### src/rtl/sfc_pkg.sv
package sfc_pkg;

	localparam int unsigned COORD_W       = 16;
	localparam int unsigned NORM_W        = 16;
	localparam int unsigned PROD_W        = 2 * COORD_W;
	localparam int unsigned OFS_SUM_W     = COORD_W + 1;
	localparam int unsigned OFS_ALIGN_SH  = 14;
	localparam int unsigned SUM_W         = 36;
	localparam int unsigned PLANE_W       = 64;
	localparam int unsigned NUM_PLANE_REGS = 6;
	localparam int unsigned PLANE_COUNT_DEF = 6;
	localparam int unsigned PADDR_W       = 6;
	localparam int unsigned PDATA_W       = 64;
	localparam int unsigned REG_IDX_W     = 3;

	// register indexes (byte address / 8)
	localparam logic [REG_IDX_W-1:0] REG_PLANE_RIGHT  = 3'd0;
	localparam logic [REG_IDX_W-1:0] REG_PLANE_LEFT   = 3'd1;
	localparam logic [REG_IDX_W-1:0] REG_PLANE_BOTTOM = 3'd2;
	localparam logic [REG_IDX_W-1:0] REG_PLANE_TOP    = 3'd3;
	localparam logic [REG_IDX_W-1:0] REG_PLANE_FAR    = 3'd4;
	localparam logic [REG_IDX_W-1:0] REG_PLANE_NEAR   = 3'd5;

	typedef logic [NUM_PLANE_REGS-1:0][PLANE_W-1:0] plane_set_t;

	// object as it travels down the chain of plane cells
	typedef struct packed {
		logic signed [COORD_W-1:0] center_x;
		logic signed [COORD_W-1:0] center_y;
		logic signed [COORD_W-1:0] center_z;
		logic signed [COORD_W-1:0] radius;
		logic                      vis;
	} obj_item_t;

endpackage

### src/rtl/sfc_cfg.sv
module sfc_cfg (
	input  logic                          clk,
	input  logic                          arst_n,
	input  logic                          psel,
	input  logic                          penable,
	input  logic                          pwrite,
	input  logic [sfc_pkg::PADDR_W-1:0]   paddr,
	input  logic [sfc_pkg::PDATA_W-1:0]   pwdata,
	output logic [sfc_pkg::PDATA_W-1:0]   prdata,
	output logic                          pready,
	output sfc_pkg::plane_set_t           planes
);

	sfc_pkg::plane_set_t                 planes_q;
	logic [sfc_pkg::REG_IDX_W-1:0]       reg_idx;
	logic                                wr_en;

	assign reg_idx = paddr[sfc_pkg::PADDR_W-1:3];
	assign pready  = 1'b1;
	assign wr_en   = psel && penable && pwrite && pready;
	assign planes  = planes_q;

	always_ff @(posedge clk or negedge arst_n) begin
		if (!arst_n) begin
			planes_q <= '0;
		end else if (wr_en) begin
			case (reg_idx)
				sfc_pkg::REG_PLANE_RIGHT:  planes_q[0] <= pwdata;
				sfc_pkg::REG_PLANE_LEFT:   planes_q[1] <= pwdata;
				sfc_pkg::REG_PLANE_BOTTOM: planes_q[2] <= pwdata;
				sfc_pkg::REG_PLANE_TOP:    planes_q[3] <= pwdata;
				sfc_pkg::REG_PLANE_FAR:    planes_q[4] <= pwdata;
				sfc_pkg::REG_PLANE_NEAR:   planes_q[5] <= pwdata;
				default: ; // drop writes beyond the register list
			endcase
		end
	end

	always_comb begin
		case (reg_idx)
			sfc_pkg::REG_PLANE_RIGHT:  prdata = planes_q[0];
			sfc_pkg::REG_PLANE_LEFT:   prdata = planes_q[1];
			sfc_pkg::REG_PLANE_BOTTOM: prdata = planes_q[2];
			sfc_pkg::REG_PLANE_TOP:    prdata = planes_q[3];
			sfc_pkg::REG_PLANE_FAR:    prdata = planes_q[4];
			sfc_pkg::REG_PLANE_NEAR:   prdata = planes_q[5];
			default:                   prdata = '0;
		endcase
	end

`ifndef NO_ASSERTIONS
	a_near_write: assert property (@(posedge clk) disable iff (!arst_n)
		wr_en && (reg_idx == sfc_pkg::REG_PLANE_NEAR) |=> planes_q[5] == $past(pwdata))
		else $error("near plane register missed its write");
`endif

endmodule

### config.mk
export PLATFORM = sky130hd
export DESIGN_NAME = sfc_cfg
export DESIGN_NICKNAME = d
export VERILOG_FILES = /design/src/rtl/sfc_pkg.sv /design/src/rtl/sfc_cfg.sv
export SDC_FILE = /design/constraint.sdc
export NUM_CORES = 1
export LEC_CHECK = 0
export BUFFER_PORTS_ARGS = -buffer_cell sky130_fd_sc_hd__buf_2
export CAP_MARGIN = 5
export CORE_MARGIN = 4
export CORE_UTILIZATION = 37
export CTS_BUF_LIST = sky130_fd_sc_hd__clkbuf_4
export DETAILED_ROUTE_END_ITERATION = 6
export PLACE_DENSITY_LB_ADDON = 0.3
export SLEW_MARGIN = 20
export SYNTH_ARGS = -nofsm -noshare
export SYNTH_HDL_FRONTEND = slang
export SYNTH_SLANG_ARGS = --single-unit
### constraint.sdc
create_clock -name clk -period 3.52 [get_ports clk]
set_input_delay 0.704 -clock clk [delete_from_list [all_inputs] [get_ports clk]]
set_output_delay 0.704 -clock clk [all_outputs]
set_load 0.01 [all_outputs]
# ---- Word-level counts from Yosys, hierarchy flattened
# Index checks and enable logic that the tools add are counted.
dict set report word_totals {
  ff_bits 384
  in_bits 75
  output_inout_bits 449
  elab_cells 21
}
dict set report classes {
  eq_ne 5
  n_mux 1
  n_reduce_logical 9
}
# operator count
set op_table {}
lappend op_table {{case mux 64 bit (6 select lines)} 1}
lappend op_table {{AND reduction 2 bit} 6}
lappend op_table {{== test 3 x 2 -> 1 bit (second input constant)} 2}
lappend op_table {{== test 3 bit (second input constant)} 2}
lappend op_table {{== test 3 x 1 -> 1 bit (second input constant)} 1}
lappend op_table {{zero test 3 bit} 1}
lappend op_table {{logical AND 1 bit} 2}

# ---- Longest topological paths before layout
dict set report depth {
  word_depth 3
  mapped_depth 6
  mapped_depth_nobuf 3
}

# ---- Least setup slack after synthesis
# Ideal clock, no wire load.
dict set report synth_path {
  path_type {input to output}
  from {input port paddr[3] (netlist bit)}
  to {output port prdata[45] (netlist bit)}
  arrival_time_ns 1.996
  t_required_ns 2.816
  setup_slack_ns 0.820
  cell_stages 6
  n_path_buf 3
  path_cell_list {buf_2 clkbuf_1 buf_2 mux2_2 nand2_1 o221ai_1}
}
dict set report synth_via {
  elab_chain_cells 2
  elab_cells_between_ends 7
  cone_classes {eq/ne (5); mux (1); reduce/logical (1)}
}
# item line
set synth_lines {}
lappend synth_lines {{start: declaration} sfc_cfg.sv:7} ;# input logic [sfc_pkg::PADDR_W-1:0] paddr,
lappend synth_lines {{== test 3 bit (tied with other cells)} sfc_cfg.sv:40} ;# case (reg_idx)
lappend synth_lines {{case mux 64 bit (6 select lines) (*)} sfc_cfg.sv:40}
lappend synth_lines {{end: declaration} sfc_cfg.sv:9} ;# output logic [sfc_pkg::PDATA_W-1:0] prdata,
# Every way passes the cells marked *; elsewhere a longest branch is shown, timed or not.

# ---- Worst setup path in the final report
dict set report layout_path {
  from {input port paddr[3] (netlist bit)}
  to {output port prdata[40] (netlist bit)}
}
# The elaborated chain is that of the path after synthesis.

==> summary.md <==
| Metric | Value |
|---|---|
| Sum of negative setup slack | `0 ns` |
| Switching part of the total | `between 30% and 40%` |
| Combinational power share | `25.7%` |
| Slew of the pin with the lowest slew margin | `1.088 ns` |
| Number of cells after detailed placement | `between 2000 and 2500` |
| Layout cells sized above 1 | `approximately 62%` |
| Static leakage | `between 10 and 15 nW` |
| Worst Path Arrival | `about 2.4 ns` |
| Final Max Slew Viols | `0` |
| Maximum fanout along the worst path | `between 40 and 50` |
| Residual DRC count | `0` |
| Drt initial violations | `roughly 620` |
| H-tree depth | `3` |
| Synth top cells by count | `mux2_2, dfrtp_1, mux2i_1` |
| Hold Path Depth | `2` |
| Crit end category | `output pin` |
| Root Driver | `clkbuf_4` |
| Total number of vias | `13210` |
| Max reg flops | `around 380` |
| CP peak stage delay | `0.36 ns` |
| CP top delay family | `buffers and inverters` |
| Non-filler instance count after layout | `~2500` |
| Worst path bufs/invs | `4` |
| CP Class | `input pin to output pin` |
| Endpoints failing hold | `0` |
| Relative slew slack | `27.38%` |
| Outcome | `complete, no violations` |
| Final Hold Slack | `0.1577 ns` |
| Largest net degree at the start of global routing | `80` |
| CTS tree | `yes` |
| Yosys top cell by area | `dfrtp_1` |
| Cell Area, Synth | `0.01737 mm2` |
| Drt wl/cell | `between 20 and 25 um` |
| Fin nets | `1872` |
| Area delta synth->final | `27.98%` |
| Syn Inst Count | `1219` |
| Power share of the clock group | `around 30%` |
| Antenna viol nets, final | `0` |
| Initial antenna violation count | `4` |
| RD Place Congestion | `between 0.8 and 0.9` |
| Total grt overflow | `0` |
| Final Skew | `0 ns` |
| Routed WL | `approximately 58000 um` |
| Critical Path RT | `approximately 2.8 ns` |
| Cell area power density | `a little over 600 mW/mm2` |
| Total of max-cap violations | `0` |
| First-pass GRT wire length | `roughly 85000 um` |
| Yosys top cell area share | `about 55%` |
| RSZ-0062 raised after global routing | `false` |
| EDFF count, synth | `0` |
| Synth top area cells | `dfrtp_1, mux2_2, mux2i_1` |
| Placement Setup Slack | `just over 0.4 ns` |
| Clk Latency, worst-skew pair | `between 0.8 and 0.9 ns` |
| Clock Sinks | `approximately 380` |
| Row cnt | `79` |
| Synth warn | `0` |
| CTS max path bufs | `3` |
| Synthesized Nets | `between 1000 and 1500` |
| Core Area | `between 0.04 and 0.05 mm2` |
| #FFs+latches synth | `between 300 and 400` |
| Crit path time final | `approximately 3.1 ns` |
| Seq/Total Area, Yosys | `a little under three fifths` |
| TritonCTS buffer count | `~110` |
| Worst path slowest cell | `buf_12` |
| Critical path depth in cells | `7` |
| Worst setup slack after layout | `between 0.4 and 0.5 ns` |
| Crit path cell chain | `buf_8 > buf_12 > buf_4 > mux2_2 > nand2_1 > o221ai_1 > buf_2` |
| Initial core utilization | `37.39%` |
| Seq pwr share | `44.5%` |
| IO Count | `around 520` |
| Die Wd | `about 220 um` |
| Buffers on Ports | `519` |
| R2R cell count | `1` |
| Count leader, synth | `mux2_2` |
| Vias per cell | `around 5.3` |
| Fraction of registers with async set/reset | `between 90% and 100%` |
| Hpwl dp | `roughly 38000 um` |
| Die H | `between 200 and 250 um` |
| Tcrit/Tclk final | `a little under 90%` |
| Post-synthesis cell type count | `27` |
| Drt pass-1 iters | `4` |
| Worst VDD drop | `0.3510 mV` |
| Die area | `0.05047 mm2` |
| Post-CTS setup buffers | `0` |
| Clock-pin slew on the worst setup and hold paths | `about 0.06 ns` |
| Final setup fails | `0` |
| Int Power | `between 9 and 10 mW` |
| # resized after CTS | `0` |
| Sw power | `between 4 and 5 mW` |
| CP startpoint kind | `input pin` |
| Hold WC Path Type | `input pin to register` |
| FMAX | `324.7 MHz` |
| Total track usage | `between 20% and 30%` |
| Most common flop cell mapped by yosys | `dfrtp_1` |
| Syn avg cell area | `~14 um2` |
| FILL cells | `around 4300` |
| Number of global-route vias before repair | `between 10000 and 15000` |
| Hold buffer count at CTS | `1` |
-- worst paths after layout --
path	from	endpoint	slack [ns]
setup reg to reg	planes[367]	planes[367]	2.68
hold / removal	pwdata[31]	planes[351]	0.16
max in group asynchronous	arst_n	planes[216]	2.13
hold reg to reg	planes[370]	planes[370]	0.51
min in group asynchronous	arst_n	planes[135]	0.44
setup / recovery	paddr[3]	prdata[40]	0.44
-- power groups by stage --
stage | Sequential [mW] | Clock [mW] | Combinational (mW)
finish | 5.97 | 4.01 | 3.45
global route | 6.09 | 4.41 | 3.72
CTS | 5.97 | 4.15 | 3.49
detailed placement | 6.04 | 0 | 3.49
global placement | 6.00 | 0 | 3.45
floorplan | 6.32 | 0 | 1.40
-- cell usage in the layout, fill, tap and decap left out, types with 12 or more instances in the layout --
cell type	n
nand2_1	38
dfrtp_1	384
mux2i_1	100
mux2_1	22
buf_4	24
mux2_2	428
a22oi_1	14
buf_2	516
nor2_1	12
a221o_1	12
nand3_1	12
nor3b_1	14
a21oi_1	14
clkinv_1	22
o21ai_0	12
o22ai_1	14
buf_12	16
o221ai_1	38
clkbuf_4	153
-- layer usage --
metal	vias to the layer above	global-route usage, %	routed length (um)
met2	535	35.89	27890
met4	2	7.964	1793
met3	108	7.596	4662
met5	-	0	13
li1	5745	-	-
met1	6815	27.15	23180
-- metrics by stage --
step	total power, mW	area, um2	utilization (%)
after detailed placement	9.530	20860	44.90
after CTS	13.61	22220	47.82
after global placement	9.448	20860	44.90
final	13.44	22230	47.85
after floorplan	7.720	17370	-
after global routing	14.22	22230	47.85
-- cell type report --
class,instances,area (um2),area share [%]
multi-input combinational,745,7375,33.18
clock inverter,35,197.7,0.8893
inverter,1,3.754,0.01689
sequential,384,9609,43.23
antenna,5,12.51,0.05629
tap,607,759.5,3.417
clock buffer,153,1149,5.167
timing repair buffer,559,3123,14.05
-- cell families after synthesis --
group / after synthesis / share of synthesized area (%)
buffers and inverters: 90 / 2.377
and+or+nand+nor: 90 / 2.874
other: 1 / 0.02159
muxes: 550 / 34.94
AOI/OAI and AO/OA: 104 / 4.466
DFF: 384 / 55.32
(Power assumes the default switching activity.)
