File: src/rtl/sfc_pkg.sv
package sfc_pkg;

	localparam int unsigned COORD_W       = 16;
	localparam int unsigned NORM_W        = 16;
	localparam int unsigned PROD_W        = 2 * COORD_W;
	localparam int unsigned OFS_SUM_W     = COORD_W + 1;
	localparam int unsigned OFS_ALIGN_SH  = 14;
	localparam int unsigned SUM_W         = 36;
	localparam int unsigned PLANE_W       = 64;
	localparam int unsigned NUM_PLANE_REGS = 6;
	localparam int unsigned PLANE_COUNT_DEF = 6;
	localparam int unsigned PADDR_W       = 6;
	localparam int unsigned PDATA_W       = 64;
	localparam int unsigned REG_IDX_W     = 3;

	// register indexes (byte address / 8)
	localparam logic [REG_IDX_W-1:0] REG_PLANE_RIGHT  = 3'd0;
	localparam logic [REG_IDX_W-1:0] REG_PLANE_LEFT   = 3'd1;
	localparam logic [REG_IDX_W-1:0] REG_PLANE_BOTTOM = 3'd2;
	localparam logic [REG_IDX_W-1:0] REG_PLANE_TOP    = 3'd3;
	localparam logic [REG_IDX_W-1:0] REG_PLANE_FAR    = 3'd4;
	localparam logic [REG_IDX_W-1:0] REG_PLANE_NEAR   = 3'd5;

	typedef logic [NUM_PLANE_REGS-1:0][PLANE_W-1:0] plane_set_t;

	// object as it travels down the chain of plane cells
	typedef struct packed {
		logic signed [COORD_W-1:0] center_x;
		logic signed [COORD_W-1:0] center_y;
		logic signed [COORD_W-1:0] center_z;
		logic signed [COORD_W-1:0] radius;
		logic                      vis;
	} obj_item_t;

endpackage

File: src/rtl/sfc_cell.sv
module sfc_cell (
	input  logic                         clk,
	input  logic                         arst_n,
	input  logic [sfc_pkg::PLANE_W-1:0]  plane,
	input  logic                         in_valid,
	output logic                         in_ready,
	input  sfc_pkg::obj_item_t           in_item,
	output logic                         out_valid,
	input  logic                         out_ready,
	output sfc_pkg::obj_item_t           out_item
);

	logic signed [sfc_pkg::NORM_W-1:0]    nx, ny, nz;
	logic signed [sfc_pkg::COORD_W-1:0]   ofs;

	logic                                 valid_s1, valid_s2;
	logic                                 ready_s1, ready_s2;
	sfc_pkg::obj_item_t                   item_s1, item_s2;
	sfc_pkg::obj_item_t                   item_nxt;
	logic signed [sfc_pkg::PROD_W-1:0]    px_s1, py_s1, pz_s1;
	logic signed [sfc_pkg::OFS_SUM_W-1:0] ofs_r_s1;
	logic signed [sfc_pkg::SUM_W-1:0]     ofs_wide;
	logic signed [sfc_pkg::SUM_W-1:0]     dist_sum;
	logic                                 outside;

	assign nx  = plane[15:0];
	assign ny  = plane[31:16];
	assign nz  = plane[47:32];
	assign ofs = plane[63:48];

	assign ready_s2 = !valid_s2 || out_ready;
	assign ready_s1 = !valid_s1 || ready_s2;
	assign in_ready = ready_s1;

	// dist - r < -2r  <=>  n.c + (d + r) * 2^14 < 0
	assign ofs_wide = {{(sfc_pkg::SUM_W - sfc_pkg::OFS_SUM_W - sfc_pkg::OFS_ALIGN_SH)
		{ofs_r_s1[sfc_pkg::OFS_SUM_W-1]}}, ofs_r_s1, {sfc_pkg::OFS_ALIGN_SH{1'b0}}};
	assign dist_sum = sfc_pkg::SUM_W'(px_s1) + sfc_pkg::SUM_W'(py_s1)
		+ sfc_pkg::SUM_W'(pz_s1) + ofs_wide;
	assign outside  = dist_sum[sfc_pkg::SUM_W-1];

	// drop visibility once this plane culls the object
	always_comb begin
		item_nxt     = item_s1;
		item_nxt.vis = item_s1.vis && !outside;
	end

	always_ff @(posedge clk or negedge arst_n) begin
		if (!arst_n) begin
			valid_s1 <= 1'b0;
			valid_s2 <= 1'b0;
		end else begin
			if (ready_s1) valid_s1 <= in_valid;
			if (ready_s2) valid_s2 <= valid_s1;
		end
	end

	always_ff @(posedge clk) begin
		if (ready_s1) begin
			item_s1  <= in_item;
			px_s1    <= nx * in_item.center_x;
			py_s1    <= ny * in_item.center_y;
			pz_s1    <= nz * in_item.center_z;
			ofs_r_s1 <= sfc_pkg::OFS_SUM_W'(ofs) + sfc_pkg::OFS_SUM_W'(in_item.radius);
		end
		if (ready_s2) begin
			item_s2 <= item_nxt;
		end
	end

	assign out_valid = valid_s2;
	assign out_item  = item_s2;

`ifndef NO_ASSERTIONS
	a_vis_sticky: assert property (@(posedge clk) disable iff (!arst_n)
		valid_s1 && ready_s2 && !item_s1.vis |=> !item_s2.vis)
		else $error("culled object became visible again");
	a_hold_s2: assert property (@(posedge clk) disable iff (!arst_n)
		valid_s2 && !out_ready |=> valid_s2)
		else $error("stalled result dropped from cell");
`endif

endmodule
File: config.mk
export PLATFORM = sky130hd
export DESIGN_NAME = sfc_cell
export DESIGN_NICKNAME = d
export VERILOG_FILES = /design/src/rtl/sfc_pkg.sv /design/src/rtl/sfc_cell.sv
export SDC_FILE = /design/constraint.sdc
export NUM_CORES = 2
export LEC_CHECK = 0
export ABC_CLOCK_PERIOD_IN_PS = 11350
export BUFFER_PORTS_ARGS = -buffer_cell sky130_fd_sc_hd__buf_2
export CAP_MARGIN = 5
export CORE_MARGIN = 2
export CORE_UTILIZATION = 45
export CTS_BUF_LIST = sky130_fd_sc_hd__clkbuf_4
export CTS_CLUSTER_DIAMETER = 60
export DETAILED_ROUTE_END_ITERATION = 16
export PLACE_DENSITY = 0.66
export SYNTH_ARGS = -nofsm -noshare
export SYNTH_HDL_FRONTEND = slang
export SYNTH_SLANG_ARGS = --single-unit
File: constraint.sdc
create_clock -name clk -period 11.35 [get_ports clk]
set_input_delay 0.5675 -clock clk [delete_from_list [all_inputs] [get_ports clk]]
set_output_delay 0.5675 -clock clk [all_outputs]
set_load 0.01 [all_outputs]
### Word level (Yosys, flattened, before mapping)

Index checks and enable logic that the tools add are counted.
W data, S select, Z words.

| storage, ports and cells | value |
|---|---|
| register bits | 245 |
| input port bits | 133 |
| logic and storage cells | 29 |

| cells by class | value |
|---|---|
| add/sub/neg operators | 4 |
| $mul | 3 |
| reduce and logical (&&, ||, !) cells | 6 |

Operator list:

| kind | count |
|---|---|
| $mul A16 B16 Y32 | 3 |
| $add A34 B31 Y35 | 1 |
| $add A33 B32 Y34 | 1 |
| $add A32 B32 Y33 | 1 |
| $add A16 B16 Y17 | 1 |
| $logic_not A1 Y1 | 3 |
| $logic_or A1 B1 Y1 | 2 |
| $logic_and A1 B1 Y1 | 1 |

### Longest topological paths before layout

| logic depth | value |
|---|---|
| depth in word-level cells | 5 |
| gate-level depth with buffers | 24 |

### Least setup slack after synthesis

Ideal clock, no wire load.

| timing | value |
|---|---|
| kind | in2reg |
| start | in out_ready |
| end | reg item_s1, in the netlist item_nxt[10], enable pin |
| setup time | 1902 ps |
| arrival time | 4593 ps |
| required time | 9448 ps |
| slack | 4855 ps |
| stages on the path | 1 |
| path buffers | 0 |
| path through | nand3b_1 |

| between the ends | value |
|---|---|
| cells in the longest elaborated chain, start to end | 2 |

RTL lines:

| what | RTL line | source |
|---|---|---|
| from (decl) | sfc_cell.sv:9 | `input logic out_ready,` |
| $logic_or A1 B1 Y1 | sfc_cell.sv:31 | `assign ready_s2 = !valid_s2 \|\| out_ready;` |
| $logic_or A1 B1 Y1 | sfc_cell.sv:32 | `assign ready_s1 = !valid_s1 \|\| ready_s2;` |
| to (signal assigned) | sfc_cell.sv:60 | `item_s1 <= in_item;` |
| to (decl) | sfc_cell.sv:18 | `sfc_pkg::obj_item_t item_s1, item_s2;` |

Every way passes these cells.
A chain may end at the register's enable or synchronous reset.

### Worst setup path after layout

| timing | value |
|---|---|
| start | in in_item[53] in the netlist's numbering |
| end | reg px_s1[30] in the netlist's numbering, data pin |

| between the ends | value |
|---|---|
| cells in the longest elaborated chain, start to end | 1 |

RTL lines:

| what | RTL line | source |
|---|---|---|
| from (decl) | sfc_cell.sv:7 | `input sfc_pkg::obj_item_t in_item,` |
| $mul A16 B16 Y32 | sfc_cell.sv:61 | `px_s1 <= nx * in_item.center_x;` |
| to (signal assigned) | sfc_cell.sv:61 |  |
| to (decl) | sfc_cell.sv:20 | `logic signed [sfc_pkg::PROD_W-1:0] px_s1, py_s1, pz_s1;` |

Every way passes these cells.

==> metrics.md <==
| Metric | Value |
|---|---|
| Status | finished clean |
| Clock-pin slew of the registers on the worst-case setup and hold paths | 0.07 ns |
| Min-delay src | in_item[26] |
| Kind of launch point of the worst setup path | input pin |
| Synth-to-layout area growth | 8.604% |
| Proportion of layout cells with a drive suffix above 1 | 8.929% |
| Core box area | 86750 um2 |
| Number of distinct library cells after synthesis | 77 |
| Worst skew pair latency | 0.92 ns |
| Highest net fanout along the worst path | 17 |
| TritonCTS buffer count | 75 |
| Antenna violations before repair | 5 |
| Critical Path RT | 11.95 ns |
| Nets in the synthesized netlist | 5001 |
| Htree depth | 3 |
| Cell area after synthesis | 39380 um2 |
| Core Rows | 108 |
| Main synth FF type | sky130_fd_sc_hd__edfxtp_1 |
| Initial standard-cell utilization of the core | 45.39% |
| DR WL/cell | 17.69 um |
| DRC violations left | 0 |
| Global-route wire length before repair | 150900 um |
| DPL Wire Length | 72880 um |
| Category of the worst setup path capture point | flop |
| Path type of the worst setup path | in2reg |
| Count of max-cap constraint violations | 0 |
| Data arrival time of the critical path | 6.95 ns |
| End of the worst register-to-register path | out_item[0]$_DFFE_PP_ |
| Sequential share of the synthesized area | 18.66% |
| Number of instances on the worst hold path | 1 |
| Post-route clock skew | 0.08960 ns |
| Overall Global Routing Usage | 21.46% |
| Synthesized flop and latch total | 245 |
| Warnings from Yosys | 0 |
| RSZ-0062 raised after global routing | false |
| Average cell area after synthesis | 10.57 um2 |
| Height of the chip | 299.8 um |
| Root Buffer Master | sky130_fd_sc_hd__clkbuf_4 |
| Number of buffers added for setup after CTS | 0 |
| Time the final worst path needs with I/O delays and setup | 6.355 ns |
| Vias after detailed routing | 26078 |
| Setup slack of the worst register-to-register path | 7.82 ns |
| Antenna violation net count after detailed routing | 0 |
| Number of enable flip-flop cells after synthesis | 243 |
| Global-route congestion overflow total | 0 |
| Share of the cycle needed by the critical path after routing | 55.99% |
| Endpoints failing hold | 0 |
| Synth Instances | 3725 |
| Number of design-rule violations left by the first detailed-router iteration | 1307 |
| Maximum frequency from static timing analysis | 157.4 MHz |
| Largest net degree at the start of global routing | 73 |
| Most frequent cells in the layout | 858 x sky130_fd_sc_hd__inv_1, 837 x sky130_fd_sc_hd__fa_1, 397 x sky130_fd_sc_hd__nand2_1, 372 x sky130_fd_sc_hd__and2_1, 306 x sky130_fd_sc_hd__ha_1 |
| TritonCTS clock tree | built |
| Most common cell after layout, fill and taps aside | sky130_fd_sc_hd__inv_1 |
| Via count normalized by instance count | 5.055 |
| Vias in the first global route | 28645 |
| Io pins | 200 |
| Proportion of synthesized flip-flops having asynchronous set or reset | 0.8163% |
| Final nets | 5214 |
| Worst r2r path cells | 8 |
| Number of slew-limit violations in the final report | 0 |
| 1st-pass router iterations | 5 |
| Slew at the pin closest to its max-slew limit | 0.9674 ns |
| Final estimated routing congestion in global placement | 0.8630 |
| Worst min-delay path category | in2reg |
| Clock net sink count | 245 |
| Slew margin rel. | 35.51% |
| Final wirelength | 91270 um |
| Number of I/O port buffers | 199 |
| Number of buffers on the longest clock path | 3 |
| Setup total negative slack | 0 ns |
| Total die area | 89900 um2 |
| Origin of the critical flop-to-flop path | px_s1[25]$_DFFE_PP_ |
| Setup Viol. Count Final | 0 |
| Endpoint of the worst hold-timing path | item_nxt[26]$_DFFE_PP_ |
| Width of the die | 299.8 um |
timing repair:
action	4_1_cts	5_1_grt
hold buffers	31	0
gates resized for setup	0	0
endpoints found under the hold margin	31	0
cells in the mapped netlist, types with 9 or more instances:
master | number | area, um2
sky130_fd_sc_hd__a211oi_1 | 11 | 82.58
sky130_fd_sc_hd__a21o_1 | 32 | 240.2
sky130_fd_sc_hd__a21oi_1 | 71 | 355.3
sky130_fd_sc_hd__a31oi_1 | 10 | 62.56
sky130_fd_sc_hd__and2_1 | 372 | 2327
sky130_fd_sc_hd__clkbuf_1 | 97 | 364.1
sky130_fd_sc_hd__edfxtp_1 | 243 | 7297
sky130_fd_sc_hd__fa_1 | 837 | 16760
sky130_fd_sc_hd__ha_1 | 306 | 3829
sky130_fd_sc_hd__inv_1 | 858 | 3221
sky130_fd_sc_hd__nand2_1 | 397 | 1490
sky130_fd_sc_hd__nand2b_1 | 25 | 156.4
sky130_fd_sc_hd__nand3_1 | 17 | 85.08
sky130_fd_sc_hd__nand4_1 | 10 | 62.56
sky130_fd_sc_hd__nor2_1 | 110 | 412.9
sky130_fd_sc_hd__nor3_1 | 17 | 85.08
sky130_fd_sc_hd__o211ai_1 | 9 | 67.56
sky130_fd_sc_hd__o21a_1 | 17 | 127.6
sky130_fd_sc_hd__o21ai_0 | 44 | 220.2
sky130_fd_sc_hd__o21bai_1 | 12 | 90.09
sky130_fd_sc_hd__or3_1 | 10 | 62.56
sky130_fd_sc_hd__xnor2_1 | 91 | 797.0
sky130_fd_sc_hd__xor2_1 | 16 | 140.1
critical path, stage by stage:
cell	delay [ns]
sky130_fd_sc_hd__dlygate4sd3_1	0.53
sky130_fd_sc_hd__buf_2	0.28
sky130_fd_sc_hd__nand2_1	0.19
sky130_fd_sc_hd__fa_1	0.57
sky130_fd_sc_hd__inv_1	0.07
sky130_fd_sc_hd__fa_1	0.77
sky130_fd_sc_hd__fa_1	0.52
sky130_fd_sc_hd__fa_1	0.50
sky130_fd_sc_hd__fa_1	0.49
sky130_fd_sc_hd__inv_1	0.05
sky130_fd_sc_hd__fa_1	0.47
sky130_fd_sc_hd__inv_1	0.04
sky130_fd_sc_hd__ha_1	0.31
sky130_fd_sc_hd__or2_2	0.32
sky130_fd_sc_hd__a21o_1	0.22
sky130_fd_sc_hd__a21boi_0	0.16
sky130_fd_sc_hd__o21ai_0	0.33
sky130_fd_sc_hd__inv_1	0.11
sky130_fd_sc_hd__o22ai_1	0.20
sky130_fd_sc_hd__a311o_1	0.15
sky130_fd_sc_hd__o211ai_1	0.09
through the flow:
step | setup WS, ns | utilization (%) | hold WS [ns] | instance area, um2 | cells
floorplan | 4.855 | - | 0.2719 | 39380 | 3725
global placement | 4.567 | 47.83 | 0.3552 | 41490 | 4985
detailed placement | 4.455 | 47.83 | 0.3568 | 41490 | 4985
CTS | 5.098 | 49.28 | 0.0000004996 | 42750 | 5153
global route | 4.656 | 49.29 | 0.05362 | 42760 | 5157
finish | 4.995 | 49.30 | 0.1070 | 42770 | 5159
worst max path at each step:
stage	cells past startpoint	from	slack, ns	to
CTS	21	in_item[53]	5.10	px_s1[30]$_DFFE_PP_
global route	21	in_item[53]	4.66	px_s1[28]$_DFFE_PP_
global placement	19	in_item[19]	4.57	pz_s1[31]$_DFFE_PP_
finish	21	in_item[53]	5.00	px_s1[30]$_DFFE_PP_
detailed placement	19	in_item[19]	4.45	pz_s1[31]$_DFFE_PP_
floorplan	1	out_ready	4.85	item_nxt[10]$_DFFE_PP_
area by class of cell:
class                   count  area, um2
diodes                      6      15.01
flip-flops and latches    245       7347
well taps                1155       1445
multi-input cells        2523      28450
repair buffers            235       1344
clock inverters            39      214.0
inverters                 858       3221
fillers                  8079      43980
clock buffers              98      735.7
cell families after synthesis:
kind of cell	after synthesis	share of synthesized area, %
AO/OA/AOI/OAI	283	5.049
multiplexers	1	0.02859
flip-flops	245	18.66
adder cells (fa/ha/maj)	1143	52.27
AND/OR/NAND/NOR	989	12.49
XOR/XNOR	107	2.380
buffers and inverters	957	9.125
registers in the layout, indices dropped and copies added, names as in the netlist, 17 cells and up:
name and flops:
item_nxt 64, ofs_r_s1 17, out_item 65, px_s1 32, py_s1 32, pz_s1 32
layer usage:
metal | routed length (um) | vias up | global-route usage [%]
met5 | 8 | - | 0
met4 | 2584 | 2 | 7.214
met3 | 5111 | 156 | 3.020
met2 | 45280 | 694 | 36.19
met1 | 38290 | 13425 | 28.57
li1 | - | 11801 | -
Power is not shown: default switching activity piles up to over one toggle a cycle in this logic, so the estimate is an artifact.
